File: src/hw/rtl/rlbe_pkg.sv
// Shared types and constants for the run-length block expander.
package rlbe_pkg;

    localparam int RUN_W       = 6;
    localparam int COEF_W      = 16;
    localparam int POS_W       = 6;
    localparam int CNT_W       = 7;
    localparam int MAX_RESULTS = 64;
    localparam int QUEUE_DEPTH = 2;
    localparam int QPTR_W      = $clog2(QUEUE_DEPTH);
    localparam int QCNT_W      = $clog2(QUEUE_DEPTH + 1);

    // One expansion job handed from the front part to the back part.
    typedef struct packed {
        logic [POS_W-1:0]         start_pos;
        logic [CNT_W-1:0]         count;
        logic [RUN_W-1:0]         val_idx;
        logic signed [COEF_W-1:0] value;
        logic                     ovf;
    } rlbe_cmd_t;

endpackage

File: src/hw/rtl/run_length_block_expander_unit.sv
// Top level of the run-length block expander: zero-run pairs in, coefficients out.
//
//  Channel  Handshake            Payload
//  in       in_valid/in_ready    zero_run, coeff_value
//  out      out_valid/out_ready  coefficient, position, run_last, overflow
//
// Each request is taken into a two-entry job queue; the back part then emits one
// coefficient per cycle while the output is not stalled, 1 to 64 results per request,
// set by the single output counter. An end-of-block request into a full block is
// taken but gives no output.
// Reset clears the fill position, the queue and the output valid flag.
// Input stalls only when the queue is full; output stalls hold the result.
module run_length_block_expander_unit #(
    parameter int BLOCK_COEFFS = 64
) (
    input  logic                                clk,
    input  logic                                rst_n,
    input  logic                                in_valid,
    output logic                                in_ready,
    input  logic [rlbe_pkg::RUN_W-1:0]          zero_run,
    input  logic signed [rlbe_pkg::COEF_W-1:0]  coeff_value,
    output logic                                out_valid,
    input  logic                                out_ready,
    output logic signed [rlbe_pkg::COEF_W-1:0]  coefficient,
    output logic [rlbe_pkg::POS_W-1:0]          position,
    output logic                                run_last,
    output logic                                overflow
);

    rlbe_pkg::rlbe_cmd_t cmd;
    rlbe_pkg::rlbe_cmd_t head;
    logic                push;
    logic                q_full;
    logic                pop;
    logic                head_valid;

    // Classification and fill tracking.
    rlbe_front #(
        .BLOCK_COEFFS(BLOCK_COEFFS)
    ) u_front (
        .clk        (clk),
        .rst_n      (rst_n),
        .in_valid   (in_valid),
        .in_ready   (in_ready),
        .zero_run   (zero_run),
        .coeff_value(coeff_value),
        .q_full     (q_full),
        .push       (push),
        .cmd        (cmd)
    );

    // Job queue.
    rlbe_queue u_queue (
        .clk       (clk),
        .rst_n     (rst_n),
        .push      (push),
        .cmd_in    (cmd),
        .full      (q_full),
        .pop       (pop),
        .head_valid(head_valid),
        .head      (head)
    );

    // Expansion and output register.
    rlbe_back u_back (
        .clk        (clk),
        .rst_n      (rst_n),
        .head_valid (head_valid),
        .head       (head),
        .pop        (pop),
        .out_valid  (out_valid),
        .out_ready  (out_ready),
        .coefficient(coefficient),
        .position   (position),
        .run_last   (run_last),
        .overflow   (overflow)
    );

endmodule

File: src/hw/rtl/rlbe_front.sv
// Front part: accepts (run, value) requests, tracks the fill position, builds jobs.
module rlbe_front #(
    parameter int BLOCK_COEFFS = 64
) (
    input  logic                               clk,
    input  logic                               rst_n,
    input  logic                               in_valid,
    output logic                               in_ready,
    input  logic [rlbe_pkg::RUN_W-1:0]         zero_run,
    input  logic signed [rlbe_pkg::COEF_W-1:0] coeff_value,
    input  logic                               q_full,
    output logic                               push,
    output rlbe_pkg::rlbe_cmd_t                cmd
);

    localparam int PW = $clog2(BLOCK_COEFFS + 1);
    localparam int CW = (PW > rlbe_pkg::CNT_W) ? PW : rlbe_pkg::CNT_W;
    localparam logic [PW-1:0] BLK = PW'(BLOCK_COEFFS);
    localparam logic [CW-1:0] MAXR = CW'(rlbe_pkg::MAX_RESULTS);

    logic [PW-1:0] fill_reg;
    logic [PW-1:0] fill_next;
    logic          accept;
    logic          is_eob;
    logic          is_full;
    logic [PW-1:0] room;
    logic [CW-1:0] room_w;
    logic [CW-1:0] need_w;
    logic [CW-1:0] eob_emit;
    logic [CW-1:0] emit;
    logic          cut;

    assign in_ready = !q_full;
    assign accept   = in_valid && !q_full;

    // Classify the request and size the job.
    always_comb
    begin
        is_eob   = (zero_run == '0) && (coeff_value == '0);
        is_full  = (fill_reg == BLK);
        room     = BLK - fill_reg;
        room_w   = CW'(room);
        need_w   = CW'(zero_run) + CW'(1);
        eob_emit = (room_w > MAXR) ? MAXR : room_w;
        cut      = need_w > room_w;
        emit     = cut ? room_w : need_w;
    end

    // Job contents and fill position update.
    always_comb
    begin
        cmd       = '0;
        push      = 1'b0;
        fill_next = fill_reg;
        if (accept)
        begin
            if (is_eob)
            begin
                cmd.start_pos = rlbe_pkg::POS_W'(fill_reg);
                cmd.count     = rlbe_pkg::CNT_W'(eob_emit);
                push          = (eob_emit != '0);
                fill_next     = '0;
            end
            else if (is_full)
            begin
                cmd.start_pos = rlbe_pkg::POS_W'(BLK - PW'(1));
                cmd.count     = rlbe_pkg::CNT_W'(1);
                cmd.ovf       = 1'b1;
                push          = 1'b1;
            end
            else
            begin
                cmd.start_pos = rlbe_pkg::POS_W'(fill_reg);
                cmd.count     = rlbe_pkg::CNT_W'(emit);
                cmd.val_idx   = zero_run;
                cmd.value     = coeff_value;
                cmd.ovf       = cut;
                push          = 1'b1;
                fill_next     = fill_reg + PW'(emit);
            end
        end
    end

    always_ff @(posedge clk or negedge rst_n)
    begin
        if (!rst_n)
        begin
            fill_reg <= '0;
        end
        else
        begin
            fill_reg <= fill_next;
        end
    end

    // The fill position never passes the end of the block.
    assert property (@(posedge clk) disable iff (!rst_n) fill_reg <= BLK)
        else $error("fill position beyond block end");

    // A pushed job always carries at least one result.
    assert property (@(posedge clk) disable iff (!rst_n) push |-> (cmd.count != '0))
        else $error("empty job pushed");

endmodule

File: src/hw/rtl/rlbe_queue.sv
// Short job queue between the front and back parts.
module rlbe_queue (
    input  logic                clk,
    input  logic                rst_n,
    input  logic                push,
    input  rlbe_pkg::rlbe_cmd_t cmd_in,
    output logic                full,
    input  logic                pop,
    output logic                head_valid,
    output rlbe_pkg::rlbe_cmd_t head
);

    rlbe_pkg::rlbe_cmd_t             mem [rlbe_pkg::QUEUE_DEPTH];
    logic [rlbe_pkg::QPTR_W-1:0]     wr_ptr_reg;
    logic [rlbe_pkg::QPTR_W-1:0]     rd_ptr_reg;
    logic [rlbe_pkg::QCNT_W-1:0]     count_reg;

    assign full       = (count_reg == rlbe_pkg::QCNT_W'(rlbe_pkg::QUEUE_DEPTH));
    assign head_valid = (count_reg != '0);
    assign head       = mem[rd_ptr_reg];

    // Storage write.
    always_ff @(posedge clk)
    begin
        if (push)
        begin
            mem[wr_ptr_reg] <= cmd_in;
        end
    end

    // Pointers and occupancy.
    always_ff @(posedge clk or negedge rst_n)
    begin
        if (!rst_n)
        begin
            wr_ptr_reg <= '0;
            rd_ptr_reg <= '0;
            count_reg  <= '0;
        end
        else
        begin
            if (push)
            begin
                wr_ptr_reg <= wr_ptr_reg + rlbe_pkg::QPTR_W'(1);
            end
            if (pop)
            begin
                rd_ptr_reg <= rd_ptr_reg + rlbe_pkg::QPTR_W'(1);
            end
            if (push && !pop)
            begin
                count_reg <= count_reg + rlbe_pkg::QCNT_W'(1);
            end
            else if (pop && !push)
            begin
                count_reg <= count_reg - rlbe_pkg::QCNT_W'(1);
            end
        end
    end

    assert property (@(posedge clk) disable iff (!rst_n) !(push && full))
        else $error("push into full queue");

    assert property (@(posedge clk) disable iff (!rst_n) pop |-> head_valid)
        else $error("pop from empty queue");

endmodule

File: src/hw/rtl/rlbe_back.sv
// Back part: expands the head job into one coefficient per cycle while the output can take it.
module rlbe_back (
    input  logic                                clk,
    input  logic                                rst_n,
    input  logic                                head_valid,
    input  rlbe_pkg::rlbe_cmd_t                 head,
    output logic                                pop,
    output logic                                out_valid,
    input  logic                                out_ready,
    output logic signed [rlbe_pkg::COEF_W-1:0]  coefficient,
    output logic [rlbe_pkg::POS_W-1:0]          position,
    output logic                                run_last,
    output logic                                overflow
);

    logic [rlbe_pkg::POS_W-1:0]         idx_reg;
    logic [rlbe_pkg::POS_W-1:0]         idx_next;
    logic                               out_valid_reg;
    logic                               out_valid_next;
    logic signed [rlbe_pkg::COEF_W-1:0] coef_reg;
    logic [rlbe_pkg::POS_W-1:0]         pos_reg;
    logic                               last_reg;
    logic                               ovf_reg;
    logic                               load;
    logic                               last;

    // Step through the head job while the output register can take a result.
    always_comb
    begin
        load = head_valid && (!out_valid_reg || out_ready);
        last = ((rlbe_pkg::CNT_W'(idx_reg) + rlbe_pkg::CNT_W'(1)) == head.count);
        pop  = load && last;
        idx_next = idx_reg;
        if (load)
        begin
            idx_next = last ? '0 : idx_reg + rlbe_pkg::POS_W'(1);
        end
        out_valid_next = load || (out_valid_reg && !out_ready);
    end

    always_ff @(posedge clk or negedge rst_n)
    begin
        if (!rst_n)
        begin
            idx_reg       <= '0;
            out_valid_reg <= 1'b0;
        end
        else
        begin
            idx_reg       <= idx_next;
            out_valid_reg <= out_valid_next;
        end
    end

    // Output payload register.
    always_ff @(posedge clk)
    begin
        if (load)
        begin
            coef_reg <= (idx_reg == head.val_idx) ? head.value : '0;
            pos_reg  <= head.start_pos + idx_reg;
            last_reg <= last;
            ovf_reg  <= head.ovf;
        end
    end

    assign out_valid   = out_valid_reg;
    assign coefficient = coef_reg;
    assign position    = pos_reg;
    assign run_last    = last_reg;
    assign overflow    = ovf_reg;

    // Within one request the positions advance by one per result.
    assert property (@(posedge clk) disable iff (!rst_n)
        (out_valid && out_ready && !run_last) |=>
            (out_valid && (position == $past(position) + rlbe_pkg::POS_W'(1))))
        else $error("position did not advance within a request");

    // Overflow flag is constant across the results of one request.
    assert property (@(posedge clk) disable iff (!rst_n)
        (out_valid && out_ready && !run_last) |=> (overflow == $past(overflow)))
        else $error("overflow flag changed within a request");

endmodule

File: config.mk
export PLATFORM = sky130hd
export DESIGN_NAME = run_length_block_expander_unit
export DESIGN_NICKNAME = d
export VERILOG_FILES = /design/src/hw/rtl/rlbe_pkg.sv /design/src/hw/rtl/run_length_block_expander_unit.sv /design/src/hw/rtl/rlbe_front.sv /design/src/hw/rtl/rlbe_queue.sv /design/src/hw/rtl/rlbe_back.sv
export SDC_FILE = /design/constraint.sdc
export NUM_CORES = 1
export LEC_CHECK = 0
export BUFFER_PORTS_ARGS = -buffer_cell sky130_fd_sc_hd__buf_2
export CORE_ASPECT_RATIO = 1.75
export CORE_MARGIN = 3
export CORE_UTILIZATION = 35
export CTS_CLUSTER_SIZE = 12
export DETAILED_ROUTE_END_ITERATION = 8
export PLACE_DENSITY = 0.52
export SLEW_MARGIN = 30
export SYNTH_ARGS = -nofsm -noshare
export SYNTH_HDL_FRONTEND = slang
export SYNTH_SLANG_ARGS = --single-unit
File: constraint.sdc
create_clock -name clk -period 6 [get_ports clk]
set_input_delay 0.3 -clock clk [delete_from_list [all_inputs] [get_ports clk]]
set_output_delay 0.3 -clock clk [all_outputs]
set_load 0.02 [all_outputs]
Word-level counts from Yosys, hierarchy flattened
Memory sizes are Yosys's and may differ from the RTL's.
Index checks and enable logic that the tools add are counted.
{"block": "totals", "memories": 1, "wordCells": 65, "register_bits": 42, "ram_bits": 72, "output_inout_bits": 26, "inputBits": 26}
{"memory": "u_queue.mem", "words": 2, "word_bits": 36, "read_ports": 1, "rd_clocked_by_memory_dff": 0, "write_ports": 1, "line_no": "rlbe_queue.sv:13", "text": "rlbe_pkg::rlbe_cmd_t mem [rlbe_pkg::QUEUE_DEPTH];"}
{"block": "op_classes", "addsub": 10, "magnitude_cmp": 2, "reduce_logical": 20, "mux": 17, "eq_ne": 5}
{"op": "36-bit two-way mux", "n": 1}
{"op": "7-bit two-way mux", "n": 4}
{"op": "13-bit two-way mux", "n": 2}
{"op": "23-bit two-way mux", "n": 1}
{"op": "22-bit two-way mux", "n": 1}
{"op": "16-bit zero test", "n": 1}
{"op": "6-bit by 1-bit adder with 7-bit output (second input constant)", "n": 2}
{"op": "7-bit adder", "n": 1}
{"op": "7-bit equality test", "n": 1}
{"op": "7-bit equality test (second input constant)", "n": 1}
{"op": "7-bit greater-than comparator", "n": 1}
{"op": "7-bit greater-than comparator (second input constant)", "n": 1}
{"op": "1-bit logical AND", "n": 7}
{"op": "7-bit nonzero test", "n": 1}
{"op": "7-bit subtractor (first input constant)", "n": 1}
{"op": "6-bit by 1-bit adder with 6-bit output (second input constant)", "n": 1}
{"op": "6-bit adder", "n": 1}
{"op": "6-bit equality test", "n": 1}
{"op": "6-bit zero test", "n": 1}
{"op": "6-bit two-way mux", "n": 1}
{"op": "1-bit zero test", "n": 5}
{"op": "1-bit two-way mux", "n": 5}
{"op": "2-bit two-way mux", "n": 2}
{"op": "2-bit nonzero test", "n": 2}
{"op": "7 further kinds", "n": 9}

Depth between registers and ports, before layout
Gate-level depths: netlist of the first run.
{"block": "logic_depth", "depth_word": 10, "depth_mapped": 20}

Cells and area by module
From an unflattened synthesis of the first run, not the netlist that was laid out.
{"block": "unflattened", "hier_cells": 450, "hier_area_um2": 6009.5}
{"module": "rlbe_queue", "n_inst": 1, "seq_area_each_um2": 2262.2, "cells_each": 128, "area_per_inst_um2": 2936.6}
{"module": "rlbe_back", "n_inst": 1, "seq_area_each_um2": 895.9, "cells_each": 133, "area_per_inst_um2": 1625.3}
{"module": "rlbe_front", "n_inst": 1, "seq_area_each_um2": 175.2, "cells_each": 189, "area_per_inst_um2": 1447.6}

Least setup slack after synthesis of the first run
Ideal clock, no wire load.
{"block": "synth_path", "path_kind": "register -> register", "from": "register u_front.fill_reg[0]", "to": "register u_front.fill_reg[6]", "slack_ps": 1474, "period_less_slack_ps": 4526, "setup_time_ps": 126, "t_required_ps": 5874, "n_path_buf": 1, "stages_incl_launch_ff": 20, "arrival_ps": 4400, "path_cell_list": "dfrtp_1 -> inv_1 -> ha_1 -> nand3b_1 -> xnor2_1 -> inv_1 -> ha_1 -> nand3_1 -> or3_1 -> buf_6 -> a21oi_4 -> mux2i_1 -> ha_1 -> fa_1 -> a211oi_1 -> o21bai_1 -> a21oi_1 -> or4_1 -> a21oi_1 -> o32a_1"}
{"block": "synth_via", "elab_chain_len": 6}
{"item": "start: declaration", "line_no": "rlbe_front.sv:21", "text": "logic [PW-1:0] fill_reg;"}
{"item": "start signal: assignment", "line_no": "rlbe_front.sv:92", "text": "fill_reg <= fill_next;"}
{"item": "7-bit subtractor", "line_no": "rlbe_front.sv:41", "text": "room = BLK - fill_reg;"}
{"item": "7-bit greater-than comparator", "line_no": "rlbe_front.sv:45", "text": "cut = need_w > room_w;"}
{"item": "7-bit two-way mux", "line_no": "rlbe_front.sv:46", "text": "emit = cut ? room_w : need_w;"}
{"item": "7-bit adder", "line_no": "rlbe_front.sv:79", "text": "fill_next = fill_reg + PW'(emit);"}
{"item": "7-bit two-way mux", "line_no": "rlbe_front.sv:64", "text": "else if (is_full)"}
{"item": "7-bit two-way mux", "line_no": "rlbe_front.sv:57", "text": "if (is_eob)"}
Parallel ways exist; a longest one is shown, timed or not. The select of a mux whose other input is x is not followed.
A chain may end at the register's enable or synchronous reset.

Final worst setup path of the first run
Ends and elaborated chain as after synthesis.

==> results of run 1 <==
[layout by cell type, fill, tap and decap left out, types with 7 or more instances in the layout]
master	n
dfrtp_1	17
a21o_1	7
nand2_1	22
nor4_1	7
inv_1	21
edfxtp_1	96
xor2_1	16
and2_1	24
nand3_1	15
xnor2_1	25
o21ai_0	8
clkbuf_16	17
nor2_1	39
buf_2	51
mux2i_1	32
a21oi_1	14
ha_1	21
[final cells by class]
| type | count | share of cell area [%] |
|---|---|---|
| Sequential cell | 114 | 48.8 |
| Multi-Input combinational cell | 299 | 32.4 |
| Clock buffer | 18 | 6.28 |
| Timing Repair Buffer | 60 | 5.16 |
| Tap cell | 189 | 3.46 |
| Clock inverter | 14 | 2.75 |
| Inverter | 21 | 1.15 |
[power by group through the flow]
stage / clock, mW / sequential [mW] / combinational, mW
after detailed placement: 0 / 1.41 / 1.69
after global routing: 1.10 / 1.42 / 1.86
after global placement: 0 / 1.40 / 1.66
after CTS: 1.06 / 1.40 / 1.70
after floorplan: 0 / 1.43 / 1.19
final: 1.04 / 1.39 / 1.68
[cell families (layout without fill, tap and decap cells)]
family / Yosys count / after routing / synth area share, %
mux: 37 / 37 / 6.63
xor+xnor: 43 / 43 / 6.89
flops: 114 / 114 / 58.7
compound gates: 59 / 59 / 7.35
fa+ha+maj: 25 / 25 / 5.68
buf+inv: 36 / 113 / 2.55
simple gates: 135 / 135 / 12.2
[cell usage after synthesis (2+ instances only)]
cell type	number
xor2_1	16
nand2_1	22
mux2_2	5
o31ai_1	5
or3_1	2
nor2_1	39
inv_1	21
ha_1	21
o32ai_1	2
a21o_1	7
buf_2	2
nand2b_1	4
o21bai_1	2
nand3_1	15
xnor2_1	25
a211oi_1	2
o22ai_1	4
nor4b_1	4
edfxtp_1	96
and3_1	4
fa_1	2
dfrtp_1	18
mux2i_1	32
nor3_1	7
a22oi_1	2
nor4_1	7
maj3_1	2
a21oi_1	14
a22o_1	3
o21ai_1	2
or4_1	2
and2_1	24
clkbuf_1	11
o21ai_0	8
[repair_timing]
item,4_1_cts,5_1_grt
gates resized for setup,0,0
buffers inserted,0,0
hold endpoints to repair,18,0
hold buffers,1,0
[per-stage QoR]
stage                     setup WS (ns)  total power, mW  hold slack, ns  instances
after global routing              0.175             4.38           0.169        715
after CTS                         0.663             4.16           0.155        715
after floorplan                    1.47             2.63         0.00441        449
after detailed placement          0.697             3.10           0.306        682
final                             0.629             4.11           0.175        715
after global placement            0.758             3.06           0.326        680
[metal layers]
layer | routed length (um) | vias up
met4 | 459 | 0
met3 | 293 | 27
met1 | 4650 | 1787
li1 | - | 1765
met2 | 7340 | 65
met5 | 0 | -
[worst paths after layout]
path,slack [ns],start,endpoint
max,0.63,u_front.fill_reg[0]$_DFFE_PN0P_,u_front.fill_reg[6]$_DFFE_PN0P_
min reg2reg,0.52,u_back.out_valid$_DFF_PN0_,u_back.out_valid$_DFF_PN0_
max in group asynchronous,5.20,rst_n,u_queue.rd_ptr_reg$_DFFE_PN0P_
min in group asynchronous,0.40,rst_n,u_queue.count_reg[1]$_DFFE_PN0P_
min,0.18,out_ready,u_back.out_valid$_DFF_PN0_
max reg2reg,0.63,u_front.fill_reg[0]$_DFFE_PN0P_,u_front.fill_reg[6]$_DFFE_PN0P_
[worst max-delay path: cells and delay by family, from the launching register on]
kind                       cells  cell delay, ns
AOI/OAI and AO/OA              6            1.52
adders and majority gates      4            1.33
and+or+nand+nor                5            1.09
buffers and inverters          3            0.43
xor gates and xnor gates       1            0.42
DFF                            1            0.36
muxes                          1            0.15
==> flow_summary.toml, run 1 <==
[status]
status = "finished, final reports clean"

[routing]
antenna_left = 0
routedWlPerCell_um = 17.8
wl_mm = 12.7
num_vias = 3644
drt-initial-drc-count = 93
post-route-drc-count = 0
via_per_inst = 5.10
dr.pass1.iters = 4

[synth]
synth-seq-cells = 114
synth_ff_type = "edfxtp_1"
ys_seq_area_share_pct = 58.7
synth.avg_cell_area_um2 = 12.7
synthesis.nets = 498
synthCells = 449
syn_area_mm2 = 0.00568
yosysTopAreaCell = "edfxtp_1"
synth_cell_type_count = 51
ys_top_cells_by_area = "edfxtp_1 (51%), dfrtp_1 (7.9%), mux2i_1 (5.6%)"
synth_top_area_share_pct = 50.7
async_reset_ff_share_pct = 15.8
synth-edff-count = 96
yosysWarnings = 0

[global_routing]
grt_pass1_wl_mm = 20.1
met3_usage_pct = 3.25
grtUsageMet1_pct = 14.7
antenna_found_initial = 0
grt.busiest_layer = "met2"
first_global_vias = 3843
use_met2_pct = 28.8
grt_max_degree = 37
overflow = 0
grt_usage_pct = 15.2

[final_layout]
stdcell_area_mm2 = 0.00684
postLayoutCoreUtil_pct = 43.1
nets = 562
multiInputGateArea_mm2 = 0.00222
largest_reg_flops = 72
nFillCells = 1489
seq_area_mm2 = 0.00333
syn2layout_area_growth_pct = 20.3
drive_above_1_share_pct = 19.8
antenna_cells = 0

[cts]
clock-sinks = 114
clk_path_buf_depth = 2
worstSkewPairLatency_ns = 0.40
htreeDepth = 4
clockRootBuffer = "clkbuf_16"
numCtsBuffers = 17
cts_tree = "yes"
clk_pin_slew_ns = 0.06

[die]
start_util_pct = 35.8
core_mm2 = 0.0159
row_count = 61
die_w_um = 102
die_h_um = 175
io_pins = 52
die-area_mm2 = 0.0179

[power_and_ir_drop]
switchingPower_mw = 1.51
power_density_mw_per_mm2 = 601
p_comb_share_pct = 40.9
swShare_pct = 36.7
p_leak_nw = 2.64
seqPwrFrac_pct = 33.8
p_clk_share_pct = 25.3
internal_power_mw = 2.60
max-vdd-ir-drop_mv = 0.277

[worst_setup_path]
critPathMaxStageDelay_ns = 0.48
start_kind = "flop"
cp-end-kind = "flop"
critPathArrivalTime_ns = 5.71
cpMaxStageDelayCell = "a21oi_1"
worstPathRequired_ns = 6.34
timing_worst_setup_path_type = "flop to flop"
critPathMaxFanout = 10
crit_top_cell = "ha_1"
rr_worst_depth = 20
crit_chain = "buf_4 > inv_1 > ha_1 > nand3b_1 > xnor2_1 > inv_1 > ha_1 > nand3_1 > or3_1 > a21oi_4 > mux2i_1 > ha_1 > fa_1 > a211oi_1 > o21bai_1 > a21oi_1 > nor4b_1 > o211ai_1 > nand2_1 > o32a_1"

[placement]
routabilityCongestion = 0.920
portBuffers = 51
placed_area_mm2 = 0.00620
dp_hpwl_mm = 9.48

[sta]
fmax_ghz = 0.186
grt_setup_unrepaired = "false"
skew_ns = 0.0110
finalSetupTns_ns = 0
setup_viol = 0
maxSlewViolCount = 0
finalCriticalPeriod_ns = 5.37
slew_headroom_pct = 46.3
hold_viol_final = 0
period_share_pct = 89.5
tightest_slew_ns = 0.800

[hold_path]
hold_class = "primary input to flop"
holdPathStages = 3

[run]
cap_violations = 0
Power figures use the tool's default switching activity.
==> run 2: changes to the inputs <==
--- a/config.mk
+++ b/config.mk
@@ -11,6 +11,7 @@
 export CORE_UTILIZATION = 35
 export CTS_CLUSTER_SIZE = 12
 export DETAILED_ROUTE_END_ITERATION = 8
+export MAX_ROUTING_LAYER = met4
 export PLACE_DENSITY = 0.52
 export SLEW_MARGIN = 30
 export SYNTH_ARGS = -nofsm -noshare
==> run 2 against run 1 <==
Against the previous run: fmax down 0.20%; routed wire length rose by 1.6%; via count rose by 0.33%; die area stayed put; clock skew is essentially flat; cell area shrank 0.18%; non-clock buffer count fell by 1; sequential cell count unchanged.
==> flow_summary.toml, run 2 (synthesis gave the netlist of run 1 again) <==
[routing]
dr.pass1.iters = 4
num_vias = 3656
post-route-drc-count = 0
routedWlPerCell_um = 18.1
via_per_inst = 5.12
wl_mm = 12.9
antenna_left = 0
drt-initial-drc-count = 163

[sta]
hold_viol_final = 0
finalCriticalPeriod_ns = 5.38
tightest_slew_ns = 0.928
hold_slack_ns = 0.164
slew_headroom_pct = 37.6
period_share_pct = 89.7
setup_viol = 0
grt_setup_unrepaired = "false"
maxSlewViolCount = 0
fmax_ghz = 0.186
skew_ns = 0.0111
finalSetupTns_ns = 0

[die]
die_w_um = 102
row_count = 61
die-area_mm2 = 0.0179
start_util_pct = 35.8
die_h_um = 175
core_mm2 = 0.0159
io_pins = 52

[worst_setup_path]
cp-end-kind = "flop"
reg2reg_setup_slack_ns = 0.62
cp_top_family = "compound AO/OA/AOI/OAI gates"
reg2reg_from = "u_front.fill_reg[0]$_DFFE_PN0P_"
cpMaxStageDelayCell = "dfrtp_1"
worstPathRequired_ns = 6.34
crit_top_cell = "ha_1"
timing.rr.end = "u_front.fill_reg[6]$_DFFE_PN0P_"
timing_worst_setup_path_type = "flop to flop"
crit_buf_inv = 2
crit_chain = "inv_1 > ha_1 > nand3b_1 > xnor2_1 > inv_1 > ha_1 > nand3_1 > or3_1 > a21oi_4 > mux2i_1 > ha_1 > fa_1 > a211oi_1 > o21bai_1 > a21oi_1 > nor4b_1 > o211ai_1 > nand2_1 > o32a_1"
rr_worst_depth = 19
critPathArrivalTime_ns = 5.72
critPathMaxStageDelay_ns = 0.48
start_kind = "flop"
critPathMaxFanout = 10

[final_layout]
layout_commonest_cell = "edfxtp_1"
nFillCells = 1469
drive_above_1_share_pct = 19.2
fin_cells = 714
antenna_cells = 0
final_cell_mix = "edfxtp_1 (96), buf_2 (51), nor2_1 (39), mux2i_1 (32), xnor2_1 (25)"
seq_area_mm2 = 0.00333
multiInputGateArea_mm2 = 0.00221
largest_reg_flops = 72
syn2layout_area_growth_pct = 20.1
nets = 561

[global_routing]
grtUsageMet1_pct = 15.1
met3_usage_pct = 2.81
first_global_vias = 3829
use_met2_pct = 29.7
antenna_found_initial = 0
grt_pass1_wl_mm = 20.5
grt_usage_pct = 15.8
overflow = 0
grt.busiest_layer = "met2"
grt_max_degree = 37

[run]
cap_violations = 0

[placement]
portBuffers = 51
routabilityCongestion = 0.900
dp_hpwl_mm = 9.46
dp_cells = 681

[power_and_ir_drop]
max-vdd-ir-drop_mv = 0.275
finalPower_mw = 4.11
power_density_mw_per_mm2 = 602
p_leak_nw = 2.64

[cts]
htreeDepth = 4
worstSkewPairLatency_ns = 0.40
clk_path_buf_depth = 2
numCtsBuffers = 17
clockRootBuffer = "clkbuf_16"
cts_setup_buffers = 0
clock-sinks = 114
cts_tree = "yes"
clk_pin_slew_ns = 0.06

[hold_path]
min_from = "out_ready"
hold_class = "primary input to flop"
hold_path_end = "u_back.out_valid$_DFF_PN0_"
holdPathStages = 3

[status]
status = "finished, final reports clean"
## run 2: changes by cell type in the layout (fill, tap and decap cells not counted)
cell and delta:
buf_4 -1, clkinv_1 +1, clkinv_2 -1, clkinv_4 +1, clkinvlp_4 -1, nor3_1 +1
nor3_2 -1
## run 2: worst max path at each step
stage / startpoint / end / depth (start not counted)
floorplan: u_front.fill_reg[0]$_DFFE_PN0P_ / u_front.fill_reg[6]$_DFFE_PN0P_ / 19
global placement: u_front.fill_reg[0]$_DFFE_PN0P_ / u_front.fill_reg[6]$_DFFE_PN0P_ / 19
detailed placement: u_front.fill_reg[0]$_DFFE_PN0P_ / u_front.fill_reg[6]$_DFFE_PN0P_ / 19
CTS: u_front.fill_reg[0]$_DFFE_PN0P_ / u_front.fill_reg[6]$_DFFE_PN0P_ / 19
global route: u_front.fill_reg[0]$_DFFE_PN0P_ / u_front.fill_reg[6]$_DFFE_PN0P_ / 19
finish: u_front.fill_reg[0]$_DFFE_PN0P_ / u_front.fill_reg[6]$_DFFE_PN0P_ / 19
## run 2: worst register-to-register path, cell delays in order (launching register included)
cell      delay, ns
dfrtp_1        0.48
inv_1          0.15
ha_1           0.28
nand3b_1       0.17
xnor2_1        0.48
inv_1          0.18
ha_1           0.39
nand3_1        0.10
or3_1          0.42
a21oi_4        0.33
mux2i_1        0.15
ha_1           0.24
fa_1           0.43
a211oi_1       0.32
o21bai_1       0.12
a21oi_1        0.46
nor4b_1        0.29
o211ai_1       0.13
nand2_1        0.08
o32a_1         0.13
## run 2: cell type report
type | count | share of cell area [%]
Inverter | 21 | 1.16
Tap cell | 189 | 3.47
Clock buffer | 18 | 6.29
Sequential cell | 114 | 48.9
Multi-Input combinational cell | 299 | 32.4
Timing Repair Buffer | 59 | 5.06
Clock inverter | 14 | 2.75
## run 2: where the power goes
part / internal (mW) / switching [mW] / total (mW)
clock network: 0.693 / 0.353 / 1.05
logic: 0.681 / 0.983 / 1.66
registers: 1.22 / 0.174 / 1.40
## run 2: repair_timing
item / 4_1_cts / 5_1_grt
endpoints found under the hold margin: 18 / 0
hold buffers: 1 / 0
setup endpoints to repair: 0 / 0
gates resized for setup: 0 / 0
## run 2: per-layer routing
metal  part of all wire, %  routed length [um]
met4                   2.3                 294
met2                    60                7720
met3                   2.7                 356
met5                     0                   0
met1                    35                4580
## run 2: stage by stage
stage / util (%) / area, um^2 / setup WS, ns
3_3_place_gp: 38.8 / 6150 / 0.752
2_1_floorplan: - / 5680 / 1.47
3_5_place_dp: 39.0 / 6200 / 0.669
6_report: 43.0 / 6820 / 0.618
4_1_cts: 43.0 / 6820 / 0.613
5_1_grt: 43.0 / 6820 / 0.210
==> run 3: changes to the inputs <==
==> constraint.sdc (replaced) <==
create_clock -name clk -period 6 [get_ports clk]
set_input_delay 0.9 -clock clk [delete_from_list [all_inputs] [get_ports clk]]
set_output_delay 0.9 -clock clk [all_outputs]
set_load 0.02 [all_outputs]
==> run 3 against run 2 <==
Against the previous run: largest cell class unchanged; clock-buffer cell count is 1 lower; via count is 0.38% higher; clock skew is 0.0020 ns higher; total power is 3.0% lower.
==> flow_summary.toml, run 3 (synthesis gave the netlist of run 1 again) <==
[final_layout]
fin_cells = 713
largest_reg_flops = 72
nFillCells = 1483
multiInputGateArea_mm2 = 0.00221
antenna_cells = 0
nets = 560
syn2layout_area_growth_pct = 18.7
layout_commonest_cell = "edfxtp_1"
seq_area_mm2 = 0.00333
final_cell_mix = "edfxtp_1 (96), buf_2 (51), nor2_1 (39), mux2i_1 (32), xnor2_1 (25)"
drive_above_1_share_pct = 19.8

[global_routing]
overflow = 0
grt_pass1_wl_mm = 20.6
grt_max_degree = 37
antenna_found_initial = 0
grt_usage_pct = 15.9
first_global_vias = 3927

[cts]
clk_pin_slew_ns = 0.06
cts_setup_buffers = 0
cts_resized = 0
worstSkewPairLatency_ns = 0.41
hold_buffers = 0
clockRootBuffer = "clkbuf_16"
cts_tree = "yes"
clk_path_buf_depth = 2
numCtsBuffers = 17
clock-sinks = 114
htreeDepth = 4

[die]
die_h_um = 175
row_count = 61
core_mm2 = 0.0159
die-area_mm2 = 0.0179
die_w_um = 102
io_pins = 52
start_util_pct = 35.8

[power_and_ir_drop]
p_leak_nw = 2.60
seqPwrFrac_pct = 35.0
internal_power_mw = 2.44
p_comb_share_pct = 42.5
max-vdd-ir-drop_mv = 0.265
p_clk_share_pct = 22.5
switchingPower_mw = 1.54
power_density_mw_per_mm2 = 591
swShare_pct = 38.7

[hold_path]
hold_class = "primary input to async pin"

[sta]
finalCriticalPeriod_ns = 5.32
finalSetupTns_ns = 0
maxSlewViolCount = 0
period_share_pct = 88.7
slew_headroom_pct = 43.5
setup_viol = 0
tightest_slew_ns = 0.844
skew_ns = 0.0131
fmax_ghz = 0.188
grt_setup_unrepaired = "false"
hold_viol_final = 0

[routing]
via_per_inst = 5.15
antenna_left = 0
post-route-drc-count = 0
drt-initial-drc-count = 119
wl_mm = 12.9
num_vias = 3670
routedWlPerCell_um = 18.1
dr.pass1.iters = 4

[worst_setup_path]
critPathArrivalTime_ns = 5.67
critPathMaxFanout = 10
worstPathRequired_ns = 6.35
timing_worst_setup_path_type = "flop to flop"
cp-end-kind = "flop"
start_kind = "flop"

[status]
status = "finished, final reports clean"

[placement]
routabilityCongestion = 0.848
dp_hpwl_mm = 9.51
dp_cells = 681
portBuffers = 51

[run]
cap_violations = 0
## run 3: worst max-delay path: stages, from the launching register on
cell      delay [ns]
dfrtp_1         0.45
inv_1           0.12
ha_1            0.27
nand3b_1        0.18
xnor2_1         0.46
inv_1           0.19
ha_1            0.40
nand3_1         0.10
or3_1           0.43
a21oi_4         0.32
mux2i_1         0.15
ha_1            0.23
fa_1            0.43
a211oi_1        0.28
o21bai_1        0.12
a21oi_1         0.45
nor4b_1         0.31
o211ai_1        0.14
nand2_1         0.09
o32a_1          0.13
## run 3: routing by layer
metal | GRT usage (%) | share of wire [%] | vias to the layer above
li1 | - | - | 1764
met4 | 8.59 | 3.5 | 0
met1 | 15.2 | 35 | 1783
met5 | - | 0 | -
met3 | 3.01 | 3.0 | 31
met2 | 28.9 | 58 | 92
## run 3: final timing paths
check | from | to | slack [ns] | cells after the start
worst min-delay path | rst_n | u_queue.count_reg[0]$_DFFE_PN0P_ | 0.47 | 1
worst max-delay path | u_front.fill_reg[1]$_DFFE_PN0P_ | u_front.fill_reg[6]$_DFFE_PN0P_ | 0.68 | 19
worst min register to register | u_back.out_valid$_DFF_PN0_ | u_back.out_valid$_DFF_PN0_ | 0.50 | 2
max in group asynchronous | rst_n | u_queue.rd_ptr_reg$_DFFE_PN0P_ | 5.14 | 1
min in group clk | u_back.out_valid$_DFF_PN0_ | u_back.out_valid$_DFF_PN0_ | 0.50 | 2
worst max register to register | u_front.fill_reg[1]$_DFFE_PN0P_ | u_front.fill_reg[6]$_DFFE_PN0P_ | 0.68 | 19
## run 3: power by group through the flow
stage                     Combinational, mW  Sequential (mW)  Clock (mW)
after floorplan                        1.19             1.43           0
after global placement                 1.66             1.40           0
after detailed placement               1.71             1.41           0
after CTS                              1.72             1.40       0.915
after global routing                   1.88             1.42       0.954
final                                  1.69             1.40       0.897
## run 3: area by class of cell
cell class / instances / share of cell area, %
sequential: 114 / 49.4
timing repair buffer: 58 / 5.16
clock buffer: 17 / 6.31
tap: 189 / 3.51
inverter: 21 / 1.17
multi-input combinational: 299 / 32.8
clock inverter: 15 / 1.63
## run 3: through the flow
stage	instance area, um^2	hold WS [ns]	total power [mW]	utilization [%]	setup WS [ns]
4_1_cts	6750	0.475	4.03	42.5	0.711
3_5_place_dp	6210	0.486	3.12	39.1	0.661
5_1_grt	6750	0.489	4.26	42.5	0.356
2_1_floorplan	5680	0.455	2.63	-	1.28
3_3_place_gp	6150	0.474	3.06	38.8	0.727
6_report	6750	0.470	3.98	42.5	0.676
